[src/sv/bdlp_pkg.sv]
// ----------------------------------------------------------------------------
// bdlp_pkg
// Shared types and constants for the push-button debounce and long-press block.
// ----------------------------------------------------------------------------
package bdlp_pkg;

  // Width of the hold counter, and of the limit register.
  localparam int unsigned COUNT_WIDTH = 16;
  localparam int unsigned LIMIT_WIDTH = 16;
  // Both values are compared at the wider of the two widths.
  localparam int unsigned CMP_WIDTH   = (COUNT_WIDTH > LIMIT_WIDTH) ? COUNT_WIDTH : LIMIT_WIDTH;

  // Configuration register indexes.
  localparam logic CFG_ENABLED = 1'b0;
  localparam logic CFG_LIMIT   = 1'b1;

  localparam logic [LIMIT_WIDTH-1:0] LIMIT_RESET = LIMIT_WIDTH'(100);

  typedef enum logic [2:0] {
    MODE_RELEASED = 3'b001,
    MODE_PRESSED  = 3'b010,
    MODE_WAITREL  = 3'b100
  } mode_e;

  typedef enum logic [2:0] {
    EV_NONE         = 3'd0,
    EV_PRESS        = 3'd1,
    EV_RELEASE      = 3'd2,
    EV_LONG_PRESS   = 3'd3,
    EV_LONG_RELEASE = 3'd4
  } event_e;

  typedef struct packed {
    logic                   older;
    logic                   oldest;
    logic                   debounced;
    mode_e                  mode;
    logic [COUNT_WIDTH-1:0] hold;
  } state_t;

endpackage

[src/sv/bdlp_step.sv]
// ----------------------------------------------------------------------------
// bdlp_step
// Next-state and event logic for one sample: filter, then button state machine.
// ----------------------------------------------------------------------------
module bdlp_step (
  input  bdlp_pkg::state_t                   state_i,
  input  logic                               pin_level_i,
  input  logic                               enabled_i,
  input  logic [bdlp_pkg::LIMIT_WIDTH-1:0]   limit_i,
  output bdlp_pkg::state_t                   state_o,
  output bdlp_pkg::event_e                   event_o,
  output logic                               filtered_level_o
);

  logic any_high;
  logic all_high;
  logic level;
  logic pressed;
  logic count_full;
  logic over_limit;

  assign any_high = pin_level_i | state_i.older | state_i.oldest;
  assign all_high = pin_level_i & state_i.older & state_i.oldest;
  assign level    = (state_i.debounced & any_high) | all_high;
  assign pressed  = ~level;

  assign count_full = &state_i.hold;
  assign over_limit = bdlp_pkg::CMP_WIDTH'(state_i.hold) > bdlp_pkg::CMP_WIDTH'(limit_i);

  always_comb begin
    state_o          = state_i;
    event_o          = bdlp_pkg::EV_NONE;
    filtered_level_o = state_i.debounced;
    if (enabled_i) begin
      state_o.older     = pin_level_i;
      state_o.oldest    = state_i.older;
      state_o.debounced = level;
      filtered_level_o  = level;
      unique case (state_i.mode)
        bdlp_pkg::MODE_RELEASED: begin
          if (pressed) begin
            state_o.mode = bdlp_pkg::MODE_PRESSED;
            event_o      = bdlp_pkg::EV_PRESS;
          end
        end
        bdlp_pkg::MODE_PRESSED: begin
          if (pressed) begin
            if (!count_full) begin
              state_o.hold = state_i.hold + 1'b1;
            end
            // The limit is checked against the count before this increment.
            if (over_limit) begin
              state_o.hold = '0;
              state_o.mode = bdlp_pkg::MODE_WAITREL;
              event_o      = bdlp_pkg::EV_LONG_PRESS;
            end
          end else begin
            state_o.hold = '0;
            state_o.mode = bdlp_pkg::MODE_RELEASED;
            event_o      = bdlp_pkg::EV_RELEASE;
          end
        end
        bdlp_pkg::MODE_WAITREL: begin
          if (!pressed) begin
            state_o.mode = bdlp_pkg::MODE_RELEASED;
            event_o      = bdlp_pkg::EV_LONG_RELEASE;
          end
        end
        default: begin
          state_o.mode = bdlp_pkg::MODE_RELEASED;
        end
      endcase
    end
  end

endmodule

[src/sv/button_debounce_long_press_core.sv]
// ----------------------------------------------------------------------------
// button_debounce_long_press_core
// Debounces an active-low push-button sample stream and reports press, release,
// long-press and long-release events, one result per sample.
// ----------------------------------------------------------------------------
//
//   Channel  Direction  Handshake               Payload
//   -------  ---------  ----------------------  ------------------------------
//   in       input      in_valid_i/in_ready_o   pin_level_i
//   out      output     out_valid_o/out_ready_i event_code_o, filtered_level_o
//   cfg      input      cfg_valid_i/cfg_ready_o cfg_index_i, cfg_data_i
//
// Each sample is captured in an input register and then passes the filter and
// state machine into the result register, which presents it on the output
// channel. Both stages advance every cycle that nothing is stalled, giving a
// sustained rate of one sample per cycle; the button state feeds back from its
// register into the step logic. A stalled output holds both stages in turn
// while they are full. Reset returns the filter to released, the mode to
// released, the counter to zero, enabled to one and the limit to 100.
// Configuration writes are always accepted.
// ----------------------------------------------------------------------------
module button_debounce_long_press_core (
  input  logic        clk_i,
  input  logic        rst_ni,
  input  logic        in_valid_i,
  output logic        in_ready_o,
  input  logic        pin_level_i,
  output logic        out_valid_o,
  input  logic        out_ready_i,
  output logic [2:0]  event_code_o,
  output logic        filtered_level_o,
  input  logic        cfg_valid_i,
  output logic        cfg_ready_o,
  input  logic        cfg_index_i,
  input  logic [15:0] cfg_data_i
);

  // Configuration registers.
  logic                             enabled_q;
  logic [bdlp_pkg::LIMIT_WIDTH-1:0] limit_q;

  // Input stage.
  logic in_valid_q;
  logic pin_q;

  // Button state and result register.
  bdlp_pkg::state_t state_q, state_d;
  bdlp_pkg::event_e event_d;
  logic             filt_d;
  logic             out_valid_q;
  logic [2:0]       event_q;
  logic             filt_q;

  logic out_free;
  logic advance;

  assign cfg_ready_o = 1'b1;

  always_ff @(posedge clk_i or negedge rst_ni) begin
    if (!rst_ni) begin
      enabled_q <= 1'b1;
      limit_q   <= bdlp_pkg::LIMIT_RESET;
    end else if (cfg_valid_i) begin
      unique case (cfg_index_i)
        bdlp_pkg::CFG_ENABLED: enabled_q <= cfg_data_i[0];
        bdlp_pkg::CFG_LIMIT:   limit_q   <= cfg_data_i[bdlp_pkg::LIMIT_WIDTH-1:0];
        default:               ;
      endcase
    end
  end

  // The result register frees when it is empty or being read this cycle.
  assign out_free   = !out_valid_q || out_ready_i;
  assign advance    = in_valid_q && out_free;
  assign in_ready_o = !in_valid_q || out_free;

  always_ff @(posedge clk_i or negedge rst_ni) begin
    if (!rst_ni) begin
      in_valid_q <= 1'b0;
    end else if (in_ready_o) begin
      in_valid_q <= in_valid_i;
    end
  end

  always_ff @(posedge clk_i) begin
    if (in_ready_o && in_valid_i) begin
      pin_q <= pin_level_i;
    end
  end

  bdlp_step u_step (
    .state_i          (state_q),
    .pin_level_i      (pin_q),
    .enabled_i        (enabled_q),
    .limit_i          (limit_q),
    .state_o          (state_d),
    .event_o          (event_d),
    .filtered_level_o (filt_d)
  );

  // The button state moves only when a sample leaves the input stage.
  always_ff @(posedge clk_i or negedge rst_ni) begin
    if (!rst_ni) begin
      state_q.older     <= 1'b1;
      state_q.oldest    <= 1'b1;
      state_q.debounced <= 1'b1;
      state_q.mode      <= bdlp_pkg::MODE_RELEASED;
      state_q.hold      <= '0;
      out_valid_q       <= 1'b0;
    end else begin
      if (advance) begin
        state_q <= state_d;
      end
      if (out_free) begin
        out_valid_q <= in_valid_q;
      end
    end
  end

  always_ff @(posedge clk_i) begin
    if (advance) begin
      event_q <= event_d;
      filt_q  <= filt_d;
    end
  end

  assign out_valid_o      = out_valid_q;
  assign event_code_o     = event_q;
  assign filtered_level_o = filt_q;

endmodule
[config.mk]
export PLATFORM = sky130hd
export DESIGN_NAME = button_debounce_long_press_core
export DESIGN_NICKNAME = d
export VERILOG_FILES = /design/src/sv/bdlp_pkg.sv /design/src/sv/bdlp_step.sv /design/src/sv/button_debounce_long_press_core.sv
export SDC_FILE = /design/constraint.sdc
export NUM_CORES = 1
export LEC_CHECK = 0
export BUFFER_PORTS_ARGS = -buffer_cell sky130_fd_sc_hd__buf_2
export CAP_MARGIN = 20
export CORE_MARGIN = 4
export CORE_UTILIZATION = 26
export DETAILED_ROUTE_END_ITERATION = 10
export HOLD_SLACK_MARGIN = 0.15
export PLACE_DENSITY = 0.53
export SLEW_MARGIN = 20
export SYNTH_ARGS = -nofsm -noshare
export SYNTH_HDL_FRONTEND = slang
export SYNTH_SLANG_ARGS = --single-unit
[constraint.sdc]
create_clock -name clk_i -period 2.69 [get_ports clk_i]
set_clock_uncertainty 0.05 [all_clocks]
set_input_delay 0.4035 -clock clk_i [delete_from_list [all_inputs] [get_ports clk_i]]
set_output_delay 0.4035 -clock clk_i [all_outputs]
set_load 0.02 [all_outputs]
==> results.sh, run 1 <==
export IMPL_slowest_stage="dfrtp_1"
export IMPL_holdWs_ps=194
export IMPL_tightestPinTransition_ps=941
export IMPL_synthTopCellsByArea="dfrtp_1, mux2_2, ha_1, dfstp_2, edfxtp_1"
export IMPL_arrival_ps=2500
export IMPL_min_period_over_period=0.866
export IMPL_fp_dieW_um=107
export IMPL_hold_buffers=0
export IMPL_r2r_end="state_q[1]$_DFFE_PN0P_"
export IMPL_crit_path_end_kind="register"
export IMPL_power_density_nw_per_um2=701
export IMPL_fin_nets=316
export IMPL_port_buffers=28
export IMPL_cp_start_kind="register"
export IMPL_setup_tns_ps=0
export IMPL_grt_antenna_before_repair=0
export IMPL_reg2reg_from="state_q[15]$_DFFE_PN0P_"
export IMPL_crit_chain="ha_1, and4_1, nand3_1, o21ai_0, a2111oi_2, o21ai_2, buf_4, a21oi_1"
export IMPL_min_period_ps=2330
export IMPL_clock_latency_ps=300
export IMPL_grt_pass1_wl_mm=8.96
export IMPL_htree_num_levels=2
export IMPL_crit_type="reg2reg"
export IMPL_finalWirelength_mm=5.13
export IMPL_seq_area_um2=1190
export IMPL_synth_seq_area_share=0.462
export IMPL_rows=36
export IMPL_setup_viol=0
export IMPL_clkTransAtPathRegs_ps=90
export IMPL_synth_nets=284
export IMPL_fin_util=0.307
export IMPL_reg2regPathDepth=8
export IMPL_mostFrequentLayoutCells="dfrtp_1, buf_2, inv_1, a21oi_1, mux2_2"
export IMPL_grt_max_degree=42
export IMPL_layout_commonest_cell="dfrtp_1"
export IMPL_drt_pass1_iterations=4
export IMPL_io_pins=30
export IMPL_ys_types=46
export IMPL_min_path_type="in2async"
export IMPL_post_cts_resized=0
export IMPL_hpwlAfterDp_mm=3.88
export IMPL_area_growth_pct=15.8
export IMPL_avgRoutedWirePerCell_um=12.5
export IMPL_synth_edff_count=5
export IMPL_routed_via_density=4.46
export IMPL_avgSynthCellArea_um2=10.5
export IMPL_die_y_um=107
export IMPL_dieArea_um2=11500
export IMPL_cellLeakagePower_nw=1.27
export IMPL_hold_violations=0
export IMPL_drv_cap=0
export IMPL_slew_headroom=0.372
export IMPL_synthArstFlopShare=0.891
export IMPL_status="finished, final reports clean"
export IMPL_synth_top_area_frac=0.322
export IMPL_fmax_mhz=429
export IMPL_overflow=0
export IMPL_multi_input_area_um2=1250
export IMPL_core_um2=9680
export IMPL_antenna_cells=0
export IMPL_grt_pass1_vias=1898
export IMPL_synthesis_yosys_warnings=0
export IMPL_drive_above_1_share=0.282
export IMPL_track_usage=0.0969
export IMPL_yosysTopAreaCell="dfrtp_1"
export IMPL_clkSinkCount=46
export IMPL_rsz0062_at_grt="false"
export IMPL_dp_cells=402
export IMPL_cts_buffers=5
export IMPL_nFillCells=1015
export IMPL_syn_area_um2=2570
export IMPL_slew_violations=0
export IMPL_clockBufferDepth=2
export IMPL_synth_seq_cells=46
export IMPL_critical_path_max_fanout=15
export IMPL_synth_flop_cell="dfrtp_1"
export IMPL_synth_cells=244
export IMPL_rrSetupSlack_ps=360
export IMPL_initial_utilization=0.265
export IMPL_via_count=1829
export IMPL_drc=0
export IMPL_cp_required_ps=2860
export IMPL_finalNonFillerCells=410
export IMPL_cts_tree="built"
export IMPL_post_cts_buffers=0
export IMPL_ir_drop_v=0.000346
export IMPL_cpPeakStageDelay_ps=430
export IMPL_root_buffer="clkbuf_8"
export IMPL_postRouteAntennaNets=0
export IMPL_drtIter0Drc=79
export IMPL_routabilityCongestion=0.803
[stage by stage]
stage	total power, mW	setup WS [ps]	cell area (µm²)
after CTS	2.12	337	2970
final	2.08	362	2970
after detailed placement	1.57	365	2860
after floorplan	1.37	489	2570
after global routing	2.23	145	2970
after global placement	1.55	419	2860
[per-layer routing]
metal | track usage | up-vias | routed length (µm)
met3 | 0.0192 | 7 | 153
li1 | - | 919 | -
met5 | 0 | - | 0
met1 | 0.123 | 881 | 2380
met2 | 0.166 | 22 | 2520
met4 | 0.0298 | 0 | 73
[state kept, by name, indices dropped and copies added, names as in the netlist]
| signal | cells |
|---|---|
| enabled_q | 1 |
| event_code_o | 3 |
| filtered_level_o | 1 |
| in_valid_q | 1 |
| limit_q | 16 |
| out_valid_o | 1 |
| pin_q | 1 |
| state_q | 22 |
[layout make-up]
class / instances / area share
sequential: 46 / 0.399
multi-input combinational: 169 / 0.421
timing repair buffer: 32 / 0.0572
tap: 133 / 0.0560
clock buffer: 7 / 0.0290
inverter: 22 / 0.0278
clock inverter: 1 / 0.0101
[power by group]
part / internal, mW / switching, mW
Clock: 0.303 / 0.233
Combinational: 0.263 / 0.342
Sequential: 0.845 / 0.0983
[cells by family (layout without fill, tap and decap cells)]
family | after synthesis | count (layout) | share of synthesized area
AND/OR/NAND/NOR | 72 | 72 | 0.161
flip-flops | 46 | 46 | 0.462
AO/OA/AOI/OAI | 45 | 45 | 0.107
buffers and inverters | 29 | 62 | 0.0502
multiplexers | 21 | 21 | 0.0911
adder cells (fa/ha/maj) | 17 | 17 | 0.0828
XOR/XNOR | 13 | 13 | 0.0443
other | 1 | 1 | 0.00146
[worst max path at each step]
stage	to	startpoint	cells after the start	slack [ps]
floorplan	state_q[12]$_DFFE_PN0P_	state_q[15]$_DFFE_PN0P_	8	490
global placement	event_code_o[1]$_SDFFCE_PN0P_	state_q[13]$_DFFE_PN0P_	7	420
detailed placement	state_q[5]$_DFFE_PN0P_	state_q[15]$_DFFE_PN0P_	8	360
CTS	state_q[1]$_DFFE_PN0P_	state_q[15]$_DFFE_PN0P_	8	340
global route	state_q[6]$_DFFE_PN0P_	state_q[15]$_DFFE_PN0P_	8	140
finish	state_q[1]$_DFFE_PN0P_	state_q[15]$_DFFE_PN0P_	8	360
[synth_stat cells (6+ instances only)]
master   count
nand2_1     16
ha_1        17
nand3_1      6
dfstp_2      8
mux2_2      19
dfrtp_1     33
nand4_1      8
o21ai_0     10
nor2_1      10
a21oi_1     22
inv_1       22
xnor2_1      8
[worst max-delay path: cells and delay by family, from the launching register on]
family	cells	cell delay (ps)
AO/OA/AOI/OAI	4	840
adder cells (fa/ha/maj)	1	310
buffers and inverters	1	220
flip-flops	1	430
AND/OR/NAND/NOR	2	380
Power figures use the tool's default switching activity.
==> run 2: changes to the inputs <==
--- a/config.mk
+++ b/config.mk
@@ -11,7 +11,7 @@
 export CORE_UTILIZATION = 26
 export DETAILED_ROUTE_END_ITERATION = 10
 export HOLD_SLACK_MARGIN = 0.15
-export PLACE_DENSITY = 0.53
+export RECOVER_POWER = 100
 export SLEW_MARGIN = 20
 export SYNTH_ARGS = -nofsm -noshare
 export SYNTH_HDL_FRONTEND = slang
==> run 2 against run 1 <==
  * Non-clock buffer count down 1
  * Final cell count down 0.24%
  * Via count up 2.1%
  * Sequential cell count unchanged
  * Count of clock-buffer cells in the layout up 1
  * Die area unchanged
  * Design area down 1.8%
  * Combinational power down 3%
  * Power down 6.9%
  * Critical path type unchanged
  * Critical endpoint is now state_q[11]$_DFFE_PN0P_
  * Largest power group unchanged
==> results.sh, run 2 (synthesis gave the netlist of run 1 again) <==
export IMPL_nFillCells=1037
export IMPL_drtIter0Drc=62
export IMPL_post_cts_buffers=0
export IMPL_finalWorstSetupSlack_ps=276
export IMPL_power_density_nw_per_um2=665
export IMPL_r2r_end="state_q[11]$_DFFE_PN0P_"
export IMPL_critical_path_max_fanout=9
export IMPL_clkTransAtPathRegs_ps=80
export IMPL_min_path_type="in2async"
export IMPL_hpwlAfterDp_mm=3.93
export IMPL_grt_max_degree=42
export IMPL_port_buffers=28
export IMPL_top_register="state_q"
export IMPL_status="finished, final reports clean"
export IMPL_drive_above_1_share=0.239
export IMPL_layout_commonest_cell="dfrtp_1"
export IMPL_hold_violations=0
export IMPL_fmax_mhz=414
export IMPL_crit_type="reg2reg"
export IMPL_rsz0062_at_grt="false"
export IMPL_post_cts_resized=0
export IMPL_area_growth_pct=13.8
export IMPL_mostFrequentLayoutCells="dfrtp_1, a21oi_1, inv_1, buf_2, mux2_2"
export IMPL_via_count=1867
export IMPL_cp_required_ps=2810
export IMPL_clock_latency_ps=290
export IMPL_track_usage=0.0951
export IMPL_arrival_ps=2530
export IMPL_finalInstanceArea_um2=2920
export IMPL_min_period_ps=2410
export IMPL_grt_antenna_before_repair=0
export IMPL_cp_startpoint="state_q[17]$_DFFE_PN0P_"
export IMPL_routabilityCongestion=0.817
export IMPL_htree_num_levels=2
export IMPL_p_int_mw=1.28
export IMPL_hold_buffers=0
export IMPL_root_buffer="clkbuf_8"
export IMPL_crit_path_end="state_q[11]$_DFFE_PN0P_"
export IMPL_pwr_share_clk=0.209
export IMPL_core_um2=9680
export IMPL_antenna_cells=0
export IMPL_die_y_um=107
export IMPL_io_pins=30
export IMPL_drt_pass1_iterations=4
export IMPL_slew_violations=0
export IMPL_setup_viol=0
export IMPL_drv_cap=0
export IMPL_grt_pass1_vias=1898
export IMPL_seqPwrFrac=0.488
export IMPL_reg2regPathDepth=6
export IMPL_switchingPower_mw=0.658
export IMPL_finalWirelength_mm=5.14
export IMPL_sw_frac_of_total=0.339
export IMPL_avgRoutedWirePerCell_um=12.6
export IMPL_pre_cts_slack_ps=365
export IMPL_crit_path_end_kind="register"
export IMPL_drc=0
export IMPL_postRouteAntennaNets=0
export IMPL_initial_utilization=0.265
export IMPL_pwr_share_comb=0.303
export IMPL_overflow=0
export IMPL_placed_cell_area_um2=2860
export IMPL_cts_buffers=5
export IMPL_dieArea_um2=11500
export IMPL_rrSetupSlack_ps=280
export IMPL_grt_pass1_wl_mm=8.91
export IMPL_min_period_over_period=0.897
export IMPL_clockBufferDepth=2
export IMPL_holdWs_ps=198
export IMPL_tightestPinTransition_ps=940
export IMPL_largest_register_ffs=22
export IMPL_setup_tns_ps=0
export IMPL_cts_tree="built"
export IMPL_clkSinkCount=46
export IMPL_rows=36
export IMPL_cp_start_kind="register"
export IMPL_multi_input_area_um2=1240
export IMPL_routed_via_density=4.56
export IMPL_cellLeakagePower_nw=1.23
export IMPL_fin_nets=315
export IMPL_fp_dieW_um=107
export IMPL_slew_headroom=0.373
export IMPL_ir_drop_v=0.000252
export IMPL_reg2reg_from="state_q[17]$_DFFE_PN0P_"
export IMPL_seq_area_um2=1190
==> run 2: cell types whose count changed in the layout (fill, tap and decap cells not counted), moves of 2 or more <==
cell / previous run / this run
clkbuf_1: 1 / 10
buf_2: 28 / 22
and2_1: 5 / 3
buf_4: 4 / 1
and2_0: 0 / 2
==> run 2: power by group through the flow <==
stage	Clock [mW]	Combinational, mW	Sequential [mW]
after CTS	0.422	0.615	0.948
after floorplan	0	0.428	0.943
after global placement	0	0.594	0.953
final	0.405	0.589	0.947
after global routing	0.463	0.659	0.966
after detailed placement	0	0.613	0.962
==> run 2: final cells by class <==
type / count / share of cell area
multi-input combinational: 169 / 0.425
tap: 133 / 0.0570
sequential: 46 / 0.406
timing repair buffer: 31 / 0.0561
clock buffer: 8 / 0.0274
inverter: 22 / 0.0283
==> run 2: stage by stage <==
step	instances	total power, mW	utilization
3_5_place_dp	401	1.57	0.296
6_report	409	1.94	0.302
2_1_floorplan	244	1.37	-
4_1_cts	409	1.98	0.304
5_1_grt	409	2.09	0.302
3_3_place_gp	401	1.55	0.296
==> run 2: how the worst min path moves through the flow <==
stage | to | slack [ps] | cells past startpoint
after detailed placement | limit_q[15]$_DFFE_PN0P_ | 440 | 1
after floorplan | in_valid_q$_DFFE_PN0N_ | 60 | 0
final | state_q[5]$_DFFE_PN0P_ | 200 | 1
after global routing | pin_q$_DFFE_PP_ | 230 | 1
after global placement | state_q[19]$_DFFE_PN1P_ | 440 | 2
after CTS | pin_q$_DFFE_PP_ | 240 | 1
==> run 2: critical path, cell delays in order, from the launching register on <==
cell and delay (ps):
dfrtp_1 460, or3b_4 440, nor3_2 560, nand4_1 320
and2_1 260, o221ai_1 130, o21ai_1 90
==> run 2: routing by layer <==
| metal | part of all wire | track usage | wire, µm | vias up |
|---|---|---|---|---|
| met1 | 0.46 | 0.122 | 2370 | 921 |
| met4 | 0.0053 | 0.0216 | 27 | 0 |
| met3 | 0.032 | 0.0228 | 165 | 3 |
| met2 | 0.50 | 0.163 | 2570 | 24 |
| met5 | 0 | 0 | 0 | - |
| li1 | - | - | - | 919 |
